==> src/design/lpl_pkg.sv <==
// Package for the lookahead peak limiter.
// Holds register indexes, fixed field widths and the configuration types.
// No dependencies.
`timescale 1ns / 1ps

package lpl_pkg;

    localparam int CFG_IDX_W  = 3;
    localparam int CFG_DATA_W = 32;

    localparam logic [CFG_IDX_W-1:0] REG_WINDOW_LENGTH  = 3'd0;
    localparam logic [CFG_IDX_W-1:0] REG_RELEASE_FACTOR = 3'd1;
    localparam logic [CFG_IDX_W-1:0] REG_INPUT_GAIN     = 3'd2;
    localparam logic [CFG_IDX_W-1:0] REG_OUTPUT_GAIN    = 3'd3;
    localparam logic [CFG_IDX_W-1:0] REG_BYPASS_ON      = 3'd4;

    localparam int WL_W   = 14;
    localparam int REL_W  = 10;
    localparam int IG_W   = 21;
    localparam int OG_W   = 20;
    localparam int RED_W  = 17;
    localparam int FRAC_W = 16;

    localparam logic [WL_W-1:0]  WL_RESET  = 14'd64;
    localparam logic [REL_W-1:0] REL_RESET = 10'd76;
    localparam logic signed [IG_W-1:0] IG_RESET = 21'sd65536;
    localparam logic signed [OG_W-1:0] OG_RESET = 20'sd65536;

    localparam int MIN_WINDOW = 2;
    localparam logic [RED_W-1:0] RED_ONE = 17'd65536;
    localparam int RELEASE_SCALE = 500;

    typedef struct packed {
        logic [WL_W-1:0]        window_length;
        logic [REL_W-1:0]       release_factor;
        logic signed [IG_W-1:0] input_gain;
        logic signed [OG_W-1:0] output_gain;
        logic                   bypass_on;
    } cfg_t;

    typedef struct packed {
        cfg_t cfg;
        logic clear_req;
    } front_ctl_t;

endpackage

==> src/design/lpl_front.sv <==
// Front of the limiter: configuration registers, input beat acceptance,
// input gain scaling and bypass marking. Depends on lpl_pkg.
`timescale 1ns / 1ps

module lpl_front import lpl_pkg::*; #(
    parameter int SAMPLE_BITS = 24
) (
    input  logic                          aclk,
    input  logic                          aresetn,
    input  logic                          cfg_valid,
    output logic                          cfg_ready,
    input  logic [CFG_IDX_W-1:0]          cfg_index,
    input  logic [CFG_DATA_W-1:0]         cfg_data,
    input  logic                          s_valid,
    output logic                          s_ready,
    input  logic signed [SAMPLE_BITS-1:0] s_sample_in,
    input  logic                          clearing,
    input  logic                          q_full,
    output logic                          q_push,
    output logic [2*SAMPLE_BITS+4:0]      q_data,
    output front_ctl_t                    ctl
);

    localparam int S  = SAMPLE_BITS;
    localparam int DW = S + 4;

    cfg_t cfg_reg;
    logic st_valid_reg;
    logic st_byp_reg;
    logic signed [S-1:0] st_sample_reg;
    logic signed [S+IG_W-1:0] st_prod_reg;
    logic signed [S+4:0] shifted;
    logic signed [DW-1:0] scaled;
    logic accept;

    assign cfg_ready = 1'b1;
    assign accept    = s_valid && s_ready;
    assign s_ready   = !clearing && (!st_valid_reg || !q_full);
    assign q_push    = st_valid_reg && !q_full;

    assign shifted = st_prod_reg[S+IG_W-1:FRAC_W];

    always_comb begin
        if (shifted[S+4] != shifted[S+3]) begin
            scaled = shifted[S+4] ? {1'b1, {(DW-1){1'b0}}} : {1'b0, {(DW-1){1'b1}}};
        end else begin
            scaled = shifted[DW-1:0];
        end
    end

    assign q_data = {st_byp_reg, st_sample_reg, scaled};

    assign ctl.cfg       = cfg_reg;
    assign ctl.clear_req = cfg_valid && (cfg_index == REG_WINDOW_LENGTH)
                           && (cfg_data[WL_W-1:0] != cfg_reg.window_length);

    always_ff @(posedge aclk) begin
        if (!aresetn) begin
            cfg_reg.window_length  <= WL_RESET;
            cfg_reg.release_factor <= REL_RESET;
            cfg_reg.input_gain     <= IG_RESET;
            cfg_reg.output_gain    <= OG_RESET;
            cfg_reg.bypass_on      <= 1'b0;
        end else if (cfg_valid) begin
            case (cfg_index)
                REG_WINDOW_LENGTH:  cfg_reg.window_length  <= cfg_data[WL_W-1:0];
                REG_RELEASE_FACTOR: cfg_reg.release_factor <= cfg_data[REL_W-1:0];
                REG_INPUT_GAIN:     cfg_reg.input_gain     <= cfg_data[IG_W-1:0];
                REG_OUTPUT_GAIN:    cfg_reg.output_gain    <= cfg_data[OG_W-1:0];
                REG_BYPASS_ON:      cfg_reg.bypass_on      <= cfg_data[0];
                default: ;
            endcase
        end
    end

    always_ff @(posedge aclk) begin
        if (!aresetn) begin
            st_valid_reg <= 1'b0;
        end else if (accept) begin
            st_valid_reg <= 1'b1;
        end else if (q_push) begin
            st_valid_reg <= 1'b0;
        end
    end

    always_ff @(posedge aclk) begin
        if (accept) begin
            st_byp_reg    <= cfg_reg.bypass_on;
            st_sample_reg <= s_sample_in;
            st_prod_reg   <= s_sample_in * cfg_reg.input_gain;
        end
    end

endmodule

==> config.mk <==
export PLATFORM = sky130hd
export DESIGN_NAME = lpl_front
export DESIGN_NICKNAME = d
export VERILOG_FILES = /design/src/design/lpl_pkg.sv /design/src/design/lpl_front.sv
export SDC_FILE = /design/constraint.sdc
export NUM_CORES = 2
export LEC_CHECK = 0
export BUFFER_PORTS_ARGS = -buffer_cell sky130_fd_sc_hd__buf_4
export CAP_MARGIN = 20
export CORE_ASPECT_RATIO = 1.75
export CORE_MARGIN = 10
export CORE_UTILIZATION = 31
export DETAILED_ROUTE_END_ITERATION = 10
export PLACE_DENSITY_LB_ADDON = 0.25
export RECOVER_POWER = 25
export SYNTH_ARGS = -nofsm -noshare
export SYNTH_HDL_FRONTEND = slang
export SYNTH_SLANG_ARGS = --single-unit
==> constraint.sdc <==
create_clock -name aclk -period 13.4 [get_ports aclk]
set_input_delay 2.68 -clock aclk [delete_from_list [all_inputs] [get_ports aclk]]
set_output_delay 2.68 -clock aclk [all_outputs]
set_load 0.01 [all_outputs]
==> results.md <==
* Status: finished with violations
* Violations in the final reports: max-capacitance violations, max-slew violations
* Final Skew at 0.0243 ns
* Vert. Die Dim at 377 um
* Mean Syn Cell Area at 9.34 um^2
* WP data arrival at 10.44 ns
* Clk sinks at 121
* Simple-gate share of the synthesized area at 15.1%
* Crit path max fanout at 22
* Top Family by Delay on Critical Path: adder cells
* Reg-to-reg endpoint: st_prod_reg[38]$_DFFE_PP_
* Hold buffer count at CTS at 0
* Syn Inst Count at 2412
* Antenna-violating nets left at 0
* Critical path endpoint category: flip-flop
* Fin. Hold Viols at 0
* Achievable Freq at 0.0978 GHz
* RD Place Congestion at 0.839
* Max reg flops at 66
* I/O pin count at 188
* Filler instances at 7458
* Sequential element share of the synthesized area at 13.2%
* TritonRoute pass-1 iters at 5
* Worst Max-Slew Pin Slew at 4.65 ns
* Starting Density at 31.3%
* Area grow syn2layout at 11.2%
* GRT Overall Usage at 16.9%
* Final HPWL DP at 54000 um
* EDFF count, synth at 54
* Hold WS at 0.463 ns
* Largest net degree at the start of global routing at 68
* Synth top area share at 45.8%
* Worst Setup SP: s_sample_in[8]
* GRT Residual Overflow at 0
* Synth async-reset ratio at 0%
* Clk slew on worst S/H paths at 0.06 ns
* Bufs on Longest Clock Path at 2
* Slowest CP cell: clkbuf_1
* YS warnings at 0
* DRT iter0 DRCs at 796
* Worst R2R Setup Slack at 5.17 ns
* RSZ-0062 raised after global routing: false
* Period utilisation layout at 76.3%
* Clock root buffer: clkbuf_16
* Area contributors post-synth: fa_1, inv_1, edfxtp_1
* Reg2reg path depth at 20
* Worst hold path type: reg2reg
* Max Cap Viol at 2
* Xor/xnor share of the synthesized area at 2.02%
* Crit-path cells: clkbuf_1, and2_1, fa_1, fa_1, inv_1, fa_1, inv_1, fa_1, inv_1, fa_1, fa_1, inv_1, fa_1, ha_1, a211oi_2, nand2_1, nor4b_2, nor4b_4, a211oi_4, nor2_2, a2111oi_0, nor3b_1
* Cts repair resizes at 0
* First-pass GRT wire length at 107000 um
* Leakage at 12.3 nW
* Combinational family with the most area after synthesis: adder cells
* Worst-Skew Late Latency at 0.50 ns
* Worst path depth at 22
* PortBufs at 175
* Num rows at 130
* Peak supply drop at 0.0743 mV
* Total CTS buffers at 17
* CP Class: in2reg
* Core area at 71900 um^2
* Initial antenna violation count at 3
* Post-route DRC at 0
* Buf/Inv on CP at 5
* Worst Path Required at 13.62 ns
* CTS H-tree lvls at 4
* Relative slew slack at -210%
* Post-Syn Nets at 3107
* Die X at 224 um
* Compound-Gate Fraction of Synth Area at 5.72%
* Cell Area, Synth at 22500 um^2
* Die ar. at 84300 um^2
* Nets at 3207
* Cell taking the most area after synthesis: fa_1
* CTS tree: built
* Synth Area in Adders at 52.1%
* Routed vias/inst at 4.71
* Wire length per cell at 19.7 um
* Mux contribution to synthesized area at 0.0444%
* Vias in the first global route at 19000
* Via count at 16300
* Pins Over Slew Limit at 79
* Min Tclk post-route at 10.22 ns
* Crit path launch type: input pin
* Final setup fails at 0
* Post-synth cell types at 58
* Crit Reg-Reg Startpoint: ctl[42]$_SDFFE_PN0P_
* Worst path most repeated cell: fa_1
* Synth Register Bits at 121
* Final WL at 67900 um
* Aggregate negative setup slack at 0 ns
* Max stage delay on crit path at 1.04 ns
* Pwr/cell area at 72.2 nW/um^2
* Fraction of layout cells with a size suffix above 1 at 7.01%
* Post-CTS Setup Inserts at 0
* Most used DFF post-synth: dfxtp_1
* Capture point of the worst path: st_prod_reg[38]$_DFFE_PP_
## cells by family after synthesis
group                      Yosys count
DFF                                121
muxes                                1
adders and majority gates          630
buffers and inverters              707
and+or+nand+nor                    722
other                                1
AOI/OAI and AO/OA                  178
xor gates and xnor gates            52
## worst min path at each step
stage          slack (ns)  cells after the start            startpoint              endpoint
2_1_floorplan        0.49                      2  ctl[43]$_SDFFE_PN0P_  ctl[43]$_SDFFE_PN0P_
3_3_place_gp         0.45                      0   ctl[1]$_SDFFE_PN0P_  st_byp_reg$_DFFE_PP_
3_5_place_dp         0.45                      0   ctl[1]$_SDFFE_PN0P_  st_byp_reg$_DFFE_PP_
4_1_cts              0.47                      2  ctl[44]$_SDFFE_PN0P_  ctl[44]$_SDFFE_PN0P_
5_1_grt              0.48                      2  ctl[47]$_SDFFE_PN0P_  ctl[47]$_SDFFE_PN0P_
6_report             0.46                      2  ctl[30]$_SDFFE_PN0P_  ctl[30]$_SDFFE_PN0P_
## area by class of cell
cell class	instances	area (um^2)	share of cell area (%)
Multi-Input combinational cell	1584	16900	67.5
Clock inverter	14	110	0.440
Clock buffer	18	429	1.71
Tap cell	924	1160	4.62
Timing Repair Buffer	196	1250	5.00
Antenna cell	2	5.00	0.0200
Inverter	592	2220	8.87
Sequential cell	121	2960	11.8
## Yosys cell counts (2+ instances only)
cell      number
xnor2_1       33
a21oi_1       28
nand2b_1       8
o21bai_1       4
a21o_1        41
nand3b_1       2
dfxtp_1       67
nor2_1        38
a41oi_1        2
o31ai_1        2
o211ai_1       2
a31oi_1        5
nand4_1        7
a21boi_0      59
ha_1         115
edfxtp_1      54
xor2_1        19
nor3b_1        2
o21ai_0       14
nor2b_1        7
and3_1         6
a211oi_1       2
nand2_1      417
a221o_1        2
fa_1         515
buf_4          2
or2_2          2
inv_1        591
o22ai_1        2
a31o_2         2
clkbuf_1     113
nor4_1         2
and2_1       209
nor3_1         4
nand3_1       11
## routing by layer
layer	share of wire, %	vias up	track usage, %
met1	32	8529	15.6
met4	6.0	4	10.5
met3	3.7	149	2.68
met5	0.035	-	0
li1	-	7214	-
met2	58	373	33.4
## worst register-to-register path, delay by kind of cell (launching register included)
| family | cells | cell delay (ns) |
|---|---|---|
| adders and majority gates | 8 | 3.84 |
| buffers and inverters | 3 | 1.01 |
| DFF | 1 | 0.75 |
| AOI/OAI and AO/OA | 6 | 1.77 |
| and+or+nand+nor | 3 | 0.60 |
## layout by cell type, fill, tap and decap left out, drive strengths merged, types with 3 or more instances in the layout
cell type and instances:
ha 115, buf 131, o21ai 14, o31ai 3, nand2 417, nand4 7, fa 515, and3 6
nor2b 7, a31oi 5, nor4 3, dfxtp 67, and2 210, nor3 4, a21boi 60, inv 602
nor2 39, clkinv 4, o21bai 4, a21oi 28, a21o 41, nand3 11, nand2b 8, xnor2 33
xor2 19, clkbuf 83, a211oi 4, edfxtp 54
## where the power goes
group          internal (mW)  total (mW)  switching, mW
combinational          0.363       0.898          0.535
clock                  0.241       0.466          0.225
sequential             0.434       0.445         0.0114
total                   1.04        1.81          0.772
## through the flow
step           power (mW)  utilization, %  std cells  instance area [um^2]  worst slack [ns]
6_report             1.81            34.8       3451                 25000              3.18
5_1_grt              1.97            34.8       3450                 25000              2.89
4_1_cts              1.87            35.1       3448                 25300              3.80
3_5_place_dp         1.38            34.4       3416                 24700              3.30
3_3_place_gp         1.38            34.4       3416                 24700              3.31
2_1_floorplan        1.04               -       2412                 22500              4.04
(Power assumes the default switching activity.)
