[src/design/lpl_fifo.sv]
// Small first-in first-out queue between the front and back of the limiter.
// Depends on nothing.
`timescale 1ns / 1ps

module lpl_fifo #(
    parameter int WIDTH = 53,
    parameter int DEPTH = 2
) (
    input  logic             aclk,
    input  logic             aresetn,
    input  logic             push,
    input  logic [WIDTH-1:0] push_data,
    input  logic             pop,
    output logic [WIDTH-1:0] pop_data,
    output logic             full,
    output logic             empty
);

    localparam int PW = (DEPTH > 1) ? $clog2(DEPTH) : 1;
    localparam int CW = $clog2(DEPTH + 1);

    logic [WIDTH-1:0] mem_reg [DEPTH];
    logic [PW-1:0] wr_reg, rd_reg;
    logic [CW-1:0] cnt_reg;

    assign full     = (cnt_reg == CW'(DEPTH));
    assign empty    = (cnt_reg == '0);
    assign pop_data = mem_reg[rd_reg];

    always_ff @(posedge aclk) begin
        if (push) begin
            mem_reg[wr_reg] <= push_data;
        end
    end

    always_ff @(posedge aclk) begin
        if (!aresetn) begin
            wr_reg  <= '0;
            rd_reg  <= '0;
            cnt_reg <= '0;
        end else begin
            if (push) begin
                wr_reg <= (32'(wr_reg) == DEPTH - 1) ? '0 : PW'(wr_reg + 1'b1);
            end
            if (pop) begin
                rd_reg <= (32'(rd_reg) == DEPTH - 1) ? '0 : PW'(rd_reg + 1'b1);
            end
            cnt_reg <= cnt_reg + CW'(push) - CW'(pop);
        end
    end

endmodule

[config.mk]
export PLATFORM = sky130hd
export DESIGN_NAME = lpl_fifo
export DESIGN_NICKNAME = d
export VERILOG_FILES = /design/src/design/lpl_fifo.sv
export SDC_FILE = /design/constraint.sdc
export NUM_CORES = 1
export LEC_CHECK = 0
export BUFFER_PORTS_ARGS = -buffer_cell sky130_fd_sc_hd__buf_4
export CAP_MARGIN = 20
export CORE_ASPECT_RATIO = 0.6
export CORE_MARGIN = 3
export CORE_UTILIZATION = 52
export DETAILED_ROUTE_END_ITERATION = 10
export PLACE_DENSITY_LB_ADDON = 0.05
export SLEW_MARGIN = 25
export SYNTH_ARGS = -nofsm -noshare
export SYNTH_HDL_FRONTEND = slang
export SYNTH_SLANG_ARGS = --single-unit
[constraint.sdc]
create_clock -name aclk -period 4.3 [get_ports aclk]
set_clock_uncertainty 0.15 [all_clocks]
set_input_delay 0.645 -clock aclk [delete_from_list [all_inputs] [get_ports aclk]]
set_output_delay 0.645 -clock aclk [all_outputs]
set_load 0.05 [all_outputs]
==> results_tabular.tex, run 1 <==
\begin{tabular}{lr}
\hline
Metric & Value \\
\hline
\multicolumn{2}{l}{\textbf{Status}} \\
Outcome & finished, final reports clean \\
\multicolumn{2}{l}{\textbf{CTS}} \\
Clock latency of the later-clocked register in the worst-skew pair & between 0.3 and 0.4 ns \\
Maximum level of the CTS H-tree & 3 \\
\# resized after CTS & 0 \\
Num CTS Buffers & 9 \\
Post-CTS setup buffers & 0 \\
Root buf cell & clkbuf\_16 \\
Clock-pin slew reported for the worst setup and hold paths after clock tree synthesis & roughly 0.070 ns \\
Clock sink count & 111 \\
Maximum number of buffers from clock root to sink & 2 \\
Total of hold buffers inserted after clock tree synthesis & 0 \\
TritonCTS clock tree & done \\
\multicolumn{2}{l}{\textbf{Synth}} \\
Sequential-to-total area share from yosys stat & 76.28\% \\
FFs w/ async S/R, synth & 0\% \\
Synthesized instance count & 186 \\
Post-synth design cell area & 0.004304 sq mm \\
Synth warn & 0 \\
Top post-synthesis cells by count & edfxtp\_1, mux2\_4, buf\_12, dfxtp\_1 \\
Number of synthesized register bits & 111 \\
Main area contributors after synthesis & edfxtp\_1, mux2\_4, buf\_12 \\
Most used standard cell by instance count after synthesis & edfxtp\_1 \\
Top cell type's share of synthesized area & between 70\% and 80\% \\
Number of library cell types mapped by synthesis & 14 \\
Number of synthesized flops with an enable pin & 106 \\
Synthesized area per cell & 23.14 sq um \\
Most used flip-flop cell after synthesis & edfxtp\_1 \\
Net Count, Synth & 245 \\
Cell type with the highest aggregate area in the netlist & edfxtp\_1 \\
\multicolumn{2}{l}{\textbf{STA}} \\
Minimum clock period after layout & 2.778 ns \\
Worst hold margin & 0.3354 ns \\
Final Slew Violations & 0 \\
Highest achievable clock rate & 0.3600 GHz \\
Actual transition at the worst max-transition pin & 0.9846 ns \\
Final clock period utilization by the worst path & 64.60\% \\
RSZ-0062 raised after global routing & no \\
Final Hold Viols & 0 \\
Setup TNS & 0 ns \\
Number of failing setup endpoints in the final timing report & 0 \\
Worst max-slew margin expressed relative to the limit & 34.36\% \\
\multicolumn{2}{l}{\textbf{Pwr}} \\
Part of the total power dissipated in combinational logic & 19.5\% \\
Total leakage power & between 2 and 2.5 nW \\
Peak supply drop & 0.2838 mV \\
Share of power burned in the clock network & 28.7\% \\
Net switching fraction of the power & 26.40\% \\
Sequential power share & 51.8\% \\
Internal power contribution & 0.001836 W \\
Total power divided by cell area & 458.2 mW/mm\^{}2 \\
Reported net switching power & 0.0006586 W \\
Overall Power & 0.002494 W \\
\multicolumn{2}{l}{\textbf{Worst setup path}} \\
Type of element launching the critical path & flip-flop \\
Path depth of the worst reg2reg path & 2 \\
Destination of the worst register-to-register timing path & mem\_reg[1][30] \\
Data arrival, critical path & 1.98 ns \\
Type of destination of the critical path & output port \\
Worst reg2reg startpoint & wr\_reg \\
Worst EP required & between 3 and 4 ns \\
Reg-to-reg slack, setup & about 2.2 ns \\
Largest driver fanout on the critical path & 53 \\
Path type of the worst setup path & flip-flop to output port \\
\multicolumn{2}{l}{\textbf{Global routing}} \\
Gr usage total & $\sim$15\% \\
Pin count of the biggest net entering global routing & 54 \\
Number of antenna violations at the first check in global routing & 0 \\
Number of global-route vias before repair & 2040 \\
GRT Residual Overflow & 0 \\
Global-route wire length before repair & between 10 and 15 mm \\
\multicolumn{2}{l}{\textbf{Placement}} \\
Buffers on Ports & between 100 and 150 \\
Half-perimeter wire length after detailed placement & 4.524 mm \\
Weighted congestion at the end of routability-driven global placement & between 0.7 and 0.8 \\
\multicolumn{2}{l}{\textbf{Worst hold path}} \\
HP Class & primary input to flip-flop \\
Worst Min Path Start & push\_data[29] \\
Worst Hold Endpoint & mem\_reg[1][29] \\
Count of cells along the worst hold path & 1 \\
\multicolumn{2}{l}{\textbf{Die}} \\
Height of the die & roughly 76 um \\
Initial Utilization & 54.17\% \\
Top-Level Pins & about 110 \\
Die Area & 0.009441 sq mm \\
\# rows & 25 \\
Core outline area & a little under 0.008 sq mm \\
Width of the die & 123.5 um \\
\multicolumn{2}{l}{\textbf{Detailed routing}} \\
WL/cell & 16.36 um \\
Vias post-DR & 2007 \\
Iteration count of the initial detailed-routing pass & 4 \\
Number of antenna-violating nets in the routed design & 0 \\
DRC violations left & 0 \\
Initial DRC Count & between 100 and 150 \\
WL final & 6.807 mm \\
Vias per cell & 4.825 \\
\multicolumn{2}{l}{\textbf{Cells and area}} \\
Fraction of layout cells with a size suffix above 1 & between 50\% and 60\% \\
Layout area overhead & 26.48\% \\
Total of fill cells in the finished design & roughly 540 \\
Flip-flop count of the largest register after layout & 106 \\
Diode count & 0 \\
Post-layout net count & 363 \\
Final core utilization & 68.52\% \\
\multicolumn{2}{l}{\textbf{Run}} \\
Maxcap violations & 0 \\
\hline
\end{tabular}
[through the flow]
step	worst slack [ns]	area [sq um]	std cells
after floorplan	0.6583	4304	186
after global placement	1.855	5189	401
after detailed placement	1.855	5189	401
after CTS	1.491	5444	416
after global routing	1.413	5444	416
final	1.522	5444	416
[routing by layer]
layer | track usage, % | wire length [um]
met5 | 0 | 0
met4 | 6.298 | 127
met3 | 6.454 | 601
met2 | 23.04 | 3280
met1 | 20.18 | 2798
[power by group through the flow]
stage | registers [W] | clock network [W] | logic, W
2_1_floorplan | 0.00129 | 0 | 0.000384
3_3_place_gp | 0.00131 | 0 | 0.000488
3_5_place_dp | 0.00132 | 0 | 0.000490
4_1_cts | 0.00129 | 0.000735 | 0.000492
5_1_grt | 0.00130 | 0.000791 | 0.000509
6_report | 0.00129 | 0.000716 | 0.000486
[worst max-delay path, cell delays in order (launching register included)]
cell and delay (ns):
dfxtp_4 0.98, mux2_2 0.42, buf_4 0.19
[cell usage in the layout, fill, tap and decap left out]
cell	n
clkinv_1	1
nor2_1	1
and2_1	3
dfxtp_1	4
edfxtp_1	106
nor2b_4	1
inv_1	2
ha_1	2
xnor3_1	1
clkbuf_16	9
dfxtp_4	1
nor2b_1	3
buf_4	113
o21a_1	1
clkinvlp_4	1
clkbuf_1	1
mux2_2	3
and2_2	1
mux2_4	50
clkinv_2	3
xor2_1	1
[area by class of cell]
type                            count  area [sq um]  area share (%)
Multi-Input combinational cell     67         910.9           16.73
Inverter                            2         7.507          0.1379
Tap cell                          108         135.1           2.482
Clock buffer                       10         229.0           4.206
Sequential cell                   111          3287           60.38
Clock inverter                      5         26.28          0.4826
Timing Repair Buffer              113         848.3           15.58
[worst max-delay path by stage]
stage,to,cells past startpoint,start
2_1_floorplan,mem_reg[0][0],1,push
4_1_cts,pop_data[48],2,flip-flop
5_1_grt,pop_data[48],2,flip-flop
6_report,pop_data[48],2,flip-flop
3_3_place_gp,mem_reg[1][30],3,push
3_5_place_dp,mem_reg[1][30],3,push
[cell families (layout without fill, tap and decap cells)]
family                     after synthesis  in the layout  share of synthesized area [%]
muxes                                   53             53                          18.23
DFF                                    111            111                          76.28
and+or+nand+nor                          9              9                          1.250
buffers and inverters                    8            130                          2.762
adders and majority gates                2              2                         0.5813
AOI/OAI and AO/OA                        1              1                         0.1745
xor gates and xnor gates                 2              2                         0.7267
Power figures use the tool's default switching activity.
==> run 2, diff against run 1 <==
- ABC_AREA: default -> 1
- CORE_UTILIZATION: 52 -> 47
- clock period: 4.3 -> 2.4 ns (I/O delays scaled with it)
==> run 2 against run 1 <==
Non-clock buffer count rose by 2. Via count increased by 3.3%. First-iteration DRC count rose by 1.8%. Clock power is 98% higher. Clock-buffer cell count stayed put. Critical endpoint is now pop_data[0].
==> results_tabular.tex, run 2 <==
\begin{tabular}{lr}
\hline
Metric & Value \\
\hline
\multicolumn{2}{l}{\textbf{Status}} \\
Outcome & finished, final reports clean \\
\multicolumn{2}{l}{\textbf{Worst setup path}} \\
Data arrival, critical path & 1.66 ns (-0.32 ns) \\
Worst reg2reg startpoint & wr\_reg \\
Path type of the worst setup path & flip-flop to output port \\
Type of element launching the critical path & flip-flop \\
Type of destination of the critical path & output port \\
CP cell instances & buf\_12, mux2\_4, buf\_4 \\
Destination of the worst register-to-register timing path & mem\_reg[1][17] \\
Largest driver fanout on the critical path & 25 (-53\%) \\
Reg-to-reg slack, setup & 0.82 ns (-1.42 ns) \\
Maximum single-stage delay on the critical path & 0.52 ns (-0.46 ns) \\
Highest-delay cell along the critical path & dfxtp\_4 \\
Path depth of the worst reg2reg path & 3 (+1) \\
Worst EP required & 1.89 ns (-1.61 ns) \\
\multicolumn{2}{l}{\textbf{Die}} \\
Die Area & 0.01038 sq mm (+9.9\%) \\
Top-Level Pins & 112 (unchanged) \\
Initial Utilization & 49.37\% (-4.8 points) \\
Width of the die & 129.5 um (+4.9\%) \\
Height of the die & 80.13 um (+4.8\%) \\
Core outline area & 0.008718 sq mm (+9.7\%) \\
\# rows & 26 (+4.0\%) \\
\multicolumn{2}{l}{\textbf{STA}} \\
RSZ-0062 raised after global routing & no \\
Actual transition at the worst max-transition pin & 0.3942 ns (-0.5904 ns) \\
Final Hold Viols & 0 (unchanged) \\
Worst max-slew margin expressed relative to the limit & 73.68\% (+39 points) \\
Number of failing setup endpoints in the final timing report & 0 (unchanged) \\
Minimum clock period after layout & $\sim$2.2 ns \\
Highest achievable clock rate & roughly 0.46 GHz \\
Setup TNS & 0 ns (unchanged) \\
Final Slew Violations & 0 (unchanged) \\
Final clock period utilization by the worst path & 90.35\% \\
\multicolumn{2}{l}{\textbf{Worst hold path}} \\
HP Class & primary input to flip-flop \\
Worst Min Path Start & push\_data[48] \\
Count of cells along the worst hold path & 1 (unchanged) \\
Worst Hold Endpoint & mem\_reg[1][48] \\
\multicolumn{2}{l}{\textbf{Pwr}} \\
Peak supply drop & 0.4876 mV (+72\%) \\
Total power divided by cell area & 812.0 mW/mm\^{}2 (+77\%) \\
Overall Power & 0.004505 W (+81\%) \\
Total leakage power & 2.220 nW (+2.6\%) \\
\multicolumn{2}{l}{\textbf{Synth}} \\
FFs w/ async S/R, synth & 0\% (unchanged) \\
Top cell type's share of synthesized area & 73.95\% (unchanged) \\
Cell type with the highest aggregate area in the netlist & edfxtp\_1 \\
Top post-synthesis cells by count & edfxtp\_1, mux2\_4, nor2\_1 \\
Synth warn & 0 (unchanged) \\
Synthesized area per cell & 21.74 sq um (-6.1\%) \\
Most used flip-flop cell after synthesis & edfxtp\_1 \\
Most used standard cell by instance count after synthesis & edfxtp\_1 \\
Post-synth design cell area & 0.004304 sq mm (unchanged) \\
Number of synthesized register bits & 111 (unchanged) \\
Number of library cell types mapped by synthesis & 12 (-2) \\
Synthesized instance count & 198 (+6.5\%) \\
Net Count, Synth & 257 (+4.9\%) \\
Main area contributors after synthesis & edfxtp\_1, mux2\_4, buf\_12 \\
Number of synthesized flops with an enable pin & 106 (unchanged) \\
Sequential-to-total area share from yosys stat & 76.28\% (unchanged) \\
\multicolumn{2}{l}{\textbf{Cells and area}} \\
Diode count & 0 (unchanged) \\
Total of fill cells in the finished design & 656 (+21\%) \\
Final std cell area, no fill & 0.005548 sq mm (+1.9\%) \\
Fraction of layout cells with a size suffix above 1 & 57.28\% (-1.8 points) \\
Final Non-Filler Cells & 435 (+4.6\%) \\
Leading cell type in the layout, fill and taps excluded & buf\_4 \\
Flip-flop count of the largest register after layout & 106 (unchanged) \\
Commonest cells after routing, fill and taps aside & buf\_4, edfxtp\_1, mux2\_4 \\
Post-layout net count & 377 (+3.9\%) \\
Layout area overhead & 28.90\% \\
\multicolumn{2}{l}{\textbf{Global routing}} \\
Gr usage total & 14.61\% (-0.86 points) \\
Number of global-route vias before repair & 2088 (+2.4\%) \\
Global-route wire length before repair & 10.90 mm (+3.0\%) \\
Number of antenna violations at the first check in global routing & 0 (unchanged) \\
Pin count of the biggest net entering global routing & 52 (-3.7\%) \\
GRT Residual Overflow & 0 (unchanged) \\
\multicolumn{2}{l}{\textbf{Detailed routing}} \\
Vias post-DR & 2073 (+3.3\%) \\
WL final & 7.339 mm (+7.8\%) \\
DRC violations left & 0 (unchanged) \\
WL/cell & 16.87 um (+3.1\%) \\
Initial DRC Count & 115 (+1.8\%) \\
Iteration count of the initial detailed-routing pass & 4 (unchanged) \\
Vias per cell & 4.766 (-1.2\%) \\
Number of antenna-violating nets in the routed design & 0 (unchanged) \\
\multicolumn{2}{l}{\textbf{CTS}} \\
Clock sink count & 111 (unchanged) \\
TritonCTS clock tree & done \\
Root buf cell & clkbuf\_16 \\
Clock-pin slew reported for the worst setup and hold paths after clock tree synthesis & 0.06 ns (about the same) \\
Maximum level of the CTS H-tree & 3 (unchanged) \\
Post-CTS setup buffers & 0 (unchanged) \\
Clock latency of the later-clocked register in the worst-skew pair & 0.33 ns (about the same) \\
\# resized after CTS & 0 (unchanged) \\
Total of hold buffers inserted after clock tree synthesis & 0 (unchanged) \\
Num CTS Buffers & 9 (unchanged) \\
Maximum number of buffers from clock root to sink & 2 (unchanged) \\
\multicolumn{2}{l}{\textbf{Run}} \\
Maxcap violations & 0 (unchanged) \\
\multicolumn{2}{l}{\textbf{Placement}} \\
Weighted congestion at the end of routability-driven global placement & 0.6702 (-7.1\%) \\
Cell area after placement & 0.005258 sq mm (+1.3\%) \\
Buffers on Ports & 111 (unchanged) \\
Cells after DPL & 419 (+4.5\%) \\
Half-perimeter wire length after detailed placement & 5.084 mm (+12\%) \\
\hline
\end{tabular}
[run 2: area by class of cell]
| class | instances | area, sq um | area share (%) |
|---|---|---|---|
| clock inverter | 6 | 61.31 | 1.105 |
| inverter | 7 | 26.28 | 0.4736 |
| clock buffer | 10 | 229.0 | 4.127 |
| multi-input combinational | 74 | 890.9 | 16.06 |
| tap | 112 | 140.1 | 2.526 |
| sequential | 111 | 3287 | 59.25 |
| timing repair buffer | 115 | 913.4 | 16.46 |
[run 2: worst max-delay path by stage]
stage,startpoint,end,slack (ns),depth (start not counted)
2_1_floorplan,push,mem_reg[0][0],0.07,2
3_3_place_gp,flip-flop,pop_data[31],0.58,3
3_5_place_dp,flip-flop,pop_data[31],0.58,3
4_1_cts,flip-flop,pop_data[31],0.20,3
5_1_grt,flip-flop,pop_data[0],0.16,3
6_report,flip-flop,pop_data[0],0.23,3
[run 2: stage by stage]
stage	utilization, %	hold WS [ns]	worst slack [ns]
after floorplan	-	0.3035	0.07379
after global placement	60.30	0.3266	0.5827
after detailed placement	60.30	0.3424	0.5835
after CTS	63.63	0.03822	0.2036
after global routing	63.63	0.03458	0.1594
final	63.63	0.05619	0.2316
[run 2: cells by family after synthesis]
family / count (synthesis) / synth area share, %
DFF: 111 / 76.28
muxes: 53 / 18.23
and+or+nand+nor: 18 / 1.599
buffers and inverters: 13 / 3.198
adders and majority gates: 2 / 0.5813
AOI/OAI and AO/OA: 1 / 0.1162
[run 2: routing by layer]
| layer | routed length (um) | track usage [%] |
|---|---|---|
| met5 | 0 | 0 |
| met4 | 81 | 4.046 |
| met3 | 537 | 5.980 |
| met2 | 3346 | 21.90 |
| met1 | 3375 | 19.87 |
[run 2: worst max-delay path, delay by kind of cell, from the launching register on]
family	cells	cell delay, ns
buf+inv	2	0.45
mux	1	0.34
flops	1	0.52
[run 2: power breakdown]
group          total (W)  internal, W  switching (W)
clock            0.00142     0.000803       0.000615
sequential       0.00228      0.00224      0.0000373
combinational   0.000810     0.000319       0.000491
total            0.00451      0.00336        0.00114
==> run 3, diff against run 2 <==
- ABC_AREA: 1 -> default
==> run 3 against run 2 <==
Critical path depth unchanged. Cell count down 2.3%. Clock-buffer cell count up 2. Core utilization up 0.27 points. First-iteration DRC count up 0.87%. Combinational power up 14%.
==> results_tabular.tex, run 3 (synthesis results as in run 1) <==
\begin{tabular}{lr}
\hline
Metric & Value \\
\hline
\multicolumn{2}{l}{\textbf{CTS}} \\
Total of hold buffers inserted after clock tree synthesis & 0 (unchanged) \\
Post-CTS setup buffers & 0 (unchanged) \\
Root buf cell & clkbuf\_16 \\
Clock latency of the later-clocked register in the worst-skew pair & 0.33 ns (about the same) \\
Maximum number of buffers from clock root to sink & 2 (unchanged) \\
Maximum level of the CTS H-tree & 3 (unchanged) \\
\# resized after CTS & 0 (unchanged) \\
TritonCTS clock tree & done \\
Num CTS Buffers & 9 (unchanged) \\
Clock-pin slew reported for the worst setup and hold paths after clock tree synthesis & 0.07 ns (about the same) \\
Clock sink count & 111 (unchanged) \\
\multicolumn{2}{l}{\textbf{Pwr}} \\
Peak supply drop & 0.4488 mV (-8.0\%) \\
Total leakage power & 2.215 nW (-0.22\%) \\
Total power divided by cell area & 841.4 mW/mm\^{}2 (+3.6\%) \\
\multicolumn{2}{l}{\textbf{STA}} \\
Final critical-path setup slack & 0.1530 ns (-0.07863 ns) \\
Actual transition at the worst max-transition pin & 0.4171 ns (+0.02286 ns) \\
Highest achievable clock rate & 0.4450 GHz (-3.5\%) \\
Final Slew Violations & 0 (unchanged) \\
RSZ-0062 raised after global routing & no \\
Setup TNS & 0 ns (unchanged) \\
Worst max-slew margin expressed relative to the limit & 72.19\% (-1.5 points) \\
Final Hold Viols & 0 (unchanged) \\
Minimum clock period after layout & 2.247 ns (+0.07863 ns) \\
Final clock period utilization by the worst path & 93.62\% (+3.3 points) \\
Number of failing setup endpoints in the final timing report & 0 (unchanged) \\
\multicolumn{2}{l}{\textbf{Global routing}} \\
Met3 Resource Use GR & 6.844\% (+0.86 points) \\
Gr usage total & 15.04\% (+0.43 points) \\
Pin count of the biggest net entering global routing & 32 (-38\%) \\
Global route hottest layer & met2 \\
Number of antenna violations at the first check in global routing & 0 (unchanged) \\
Global-route wire length before repair & 11.28 mm (+3.5\%) \\
Number of global-route vias before repair & 2133 (+2.2\%) \\
Met1 usage & 19.74\% (-0.12 points) \\
GRT Residual Overflow & 0 (unchanged) \\
Met2 global-route usage & 22.57\% (+0.67 points) \\
\multicolumn{2}{l}{\textbf{Cells and area}} \\
Final core utilization & 63.91\% (+0.27 points) \\
Leading cell type in the layout, fill and taps excluded & buf\_4 \\
Layout area overhead & 29.45\% \\
Diode count & 0 (unchanged) \\
Fraction of layout cells with a size suffix above 1 & 60.06\% (+2.8 points) \\
Post-layout net count & 367 (-2.7\%) \\
Total of fill cells in the finished design & 625 (-4.7\%) \\
Commonest cells after routing, fill and taps aside & buf\_4, edfxtp\_1, mux2\_4 \\
Flip-flop count of the largest register after layout & 106 (unchanged) \\
\multicolumn{2}{l}{\textbf{Placement}} \\
Weighted congestion at the end of routability-driven global placement & 0.6895 (+2.9\%) \\
Pre-CTS setup slack & 0.5011 ns (-0.08240 ns) \\
Buffers on Ports & 111 (unchanged) \\
\multicolumn{2}{l}{\textbf{Die}} \\
Initial Utilization & 49.37\% (unchanged) \\
\# rows & 26 (unchanged) \\
Width of the die & 129.5 um (unchanged) \\
Die Area & 0.01038 sq mm (unchanged) \\
Top-Level Pins & 112 (unchanged) \\
Core outline area & 0.008718 sq mm (unchanged) \\
Height of the die & 80.13 um (unchanged) \\
\multicolumn{2}{l}{\textbf{Detailed routing}} \\
WL final & 7.310 mm (-0.40\%) \\
Iteration count of the initial detailed-routing pass & 4 (unchanged) \\
Vias per cell & 4.847 (+1.7\%) \\
Initial DRC Count & 116 (+0.87\%) \\
Number of antenna-violating nets in the routed design & 0 (unchanged) \\
WL/cell & 17.20 um (+1.9\%) \\
Vias post-DR & 2060 (-0.63\%) \\
DRC violations left & 0 (unchanged) \\
\multicolumn{2}{l}{\textbf{Worst setup path}} \\
CP cell instances & buf\_12, mux2\_4, buf\_4 \\
Type of element launching the critical path & flip-flop \\
Reg-to-reg slack, setup & 0.95 ns (+0.13 ns) \\
Worst EP required & 1.89 ns (about the same) \\
Path type of the worst setup path & flip-flop to output port \\
Total buffers and inverters traversed by the critical path & 2 (unchanged) \\
Kind of cell adding the most delay to the critical path & flip-flops \\
Type of destination of the critical path & output port \\
Data arrival, critical path & 1.74 ns (+0.08 ns) \\
Highest-delay cell along the critical path & dfxtp\_4 \\
Largest driver fanout on the critical path & 22 (-12\%) \\
Maximum single-stage delay on the critical path & 0.60 ns (+0.08 ns) \\
\multicolumn{2}{l}{\textbf{Run}} \\
Maxcap violations & 0 (unchanged) \\
\multicolumn{2}{l}{\textbf{Worst hold path}} \\
HP Class & primary input to flip-flop \\
\multicolumn{2}{l}{\textbf{Status}} \\
Outcome & finished, final reports clean \\
\hline
\end{tabular}
-- run 3: cell count changes in the layout (fill, tap and decap cells not counted), sizes merged, moves of 2 or more --
cell,change
nor2,-8
buf,+2
nor2b,+4
nand2,-8
and2,+4
clkbuf,+2
inv,-5
-- run 3: worst reg2reg max path, cell delays in order (launching register included) --
cell	delay, ns
dfxtp_1	0.34
nor2b_4	0.32
buf_4	0.33
-- run 3: cell type report --
cell class	instances	area, sq um	area share [%]
Sequential cell	111	3287	58.99
Timing Repair Buffer	117	915.9	16.44
Multi-Input combinational cell	67	910.9	16.35
Clock buffer	12	256.5	4.604
Tap cell	112	140.1	2.515
Clock inverter	4	53.80	0.9656
Inverter	2	7.507	0.1347
-- run 3: path summary, 6_finish.rpt --
check / from / cells past startpoint / end
worst max-delay path: flip-flop / 3 / pop_data[20]
worst min-delay path: push_data[3] / 1 / mem_reg[0][3]
worst min register to register: rd_reg / 2 / flip-flop
worst max register to register: wr_reg / 2 / mem_reg[0][18]
-- run 3: layer usage --
metal / routed length [um] / share of wire (%) / vias to the layer above
met1: 3369 / 46 / 1024
met2: 3307 / 45 / 68
li1: - / - / 964
met5: 0 / 0 / -
met4: 67 / 0.92 / 0
met3: 566 / 7.7 / 4
-- run 3: per-stage QoR --
stage | hold WS, ns | cells | power, W | cell area, sq um
after floorplan | 0.3089 | 186 | 0.002994 | 4307
after global placement | 0.3952 | 409 | 0.003250 | 5261
after detailed placement | 0.3983 | 409 | 0.003260 | 5261
after CTS | 0.04303 | 425 | 0.004744 | 5572
after global routing | 0.03322 | 425 | 0.004869 | 5572
final | 0.05577 | 425 | 0.004688 | 5572
-- run 3: where the power goes --
| group | switching (W) | leakage [nW] | internal [W] |
|---|---|---|---|
| Sequential | 0.0000465 | 1.04 | 0.00224 |
| Combinational | 0.000550 | 1.03 | 0.000376 |
| Clock | 0.000611 | 0.145 | 0.000867 |
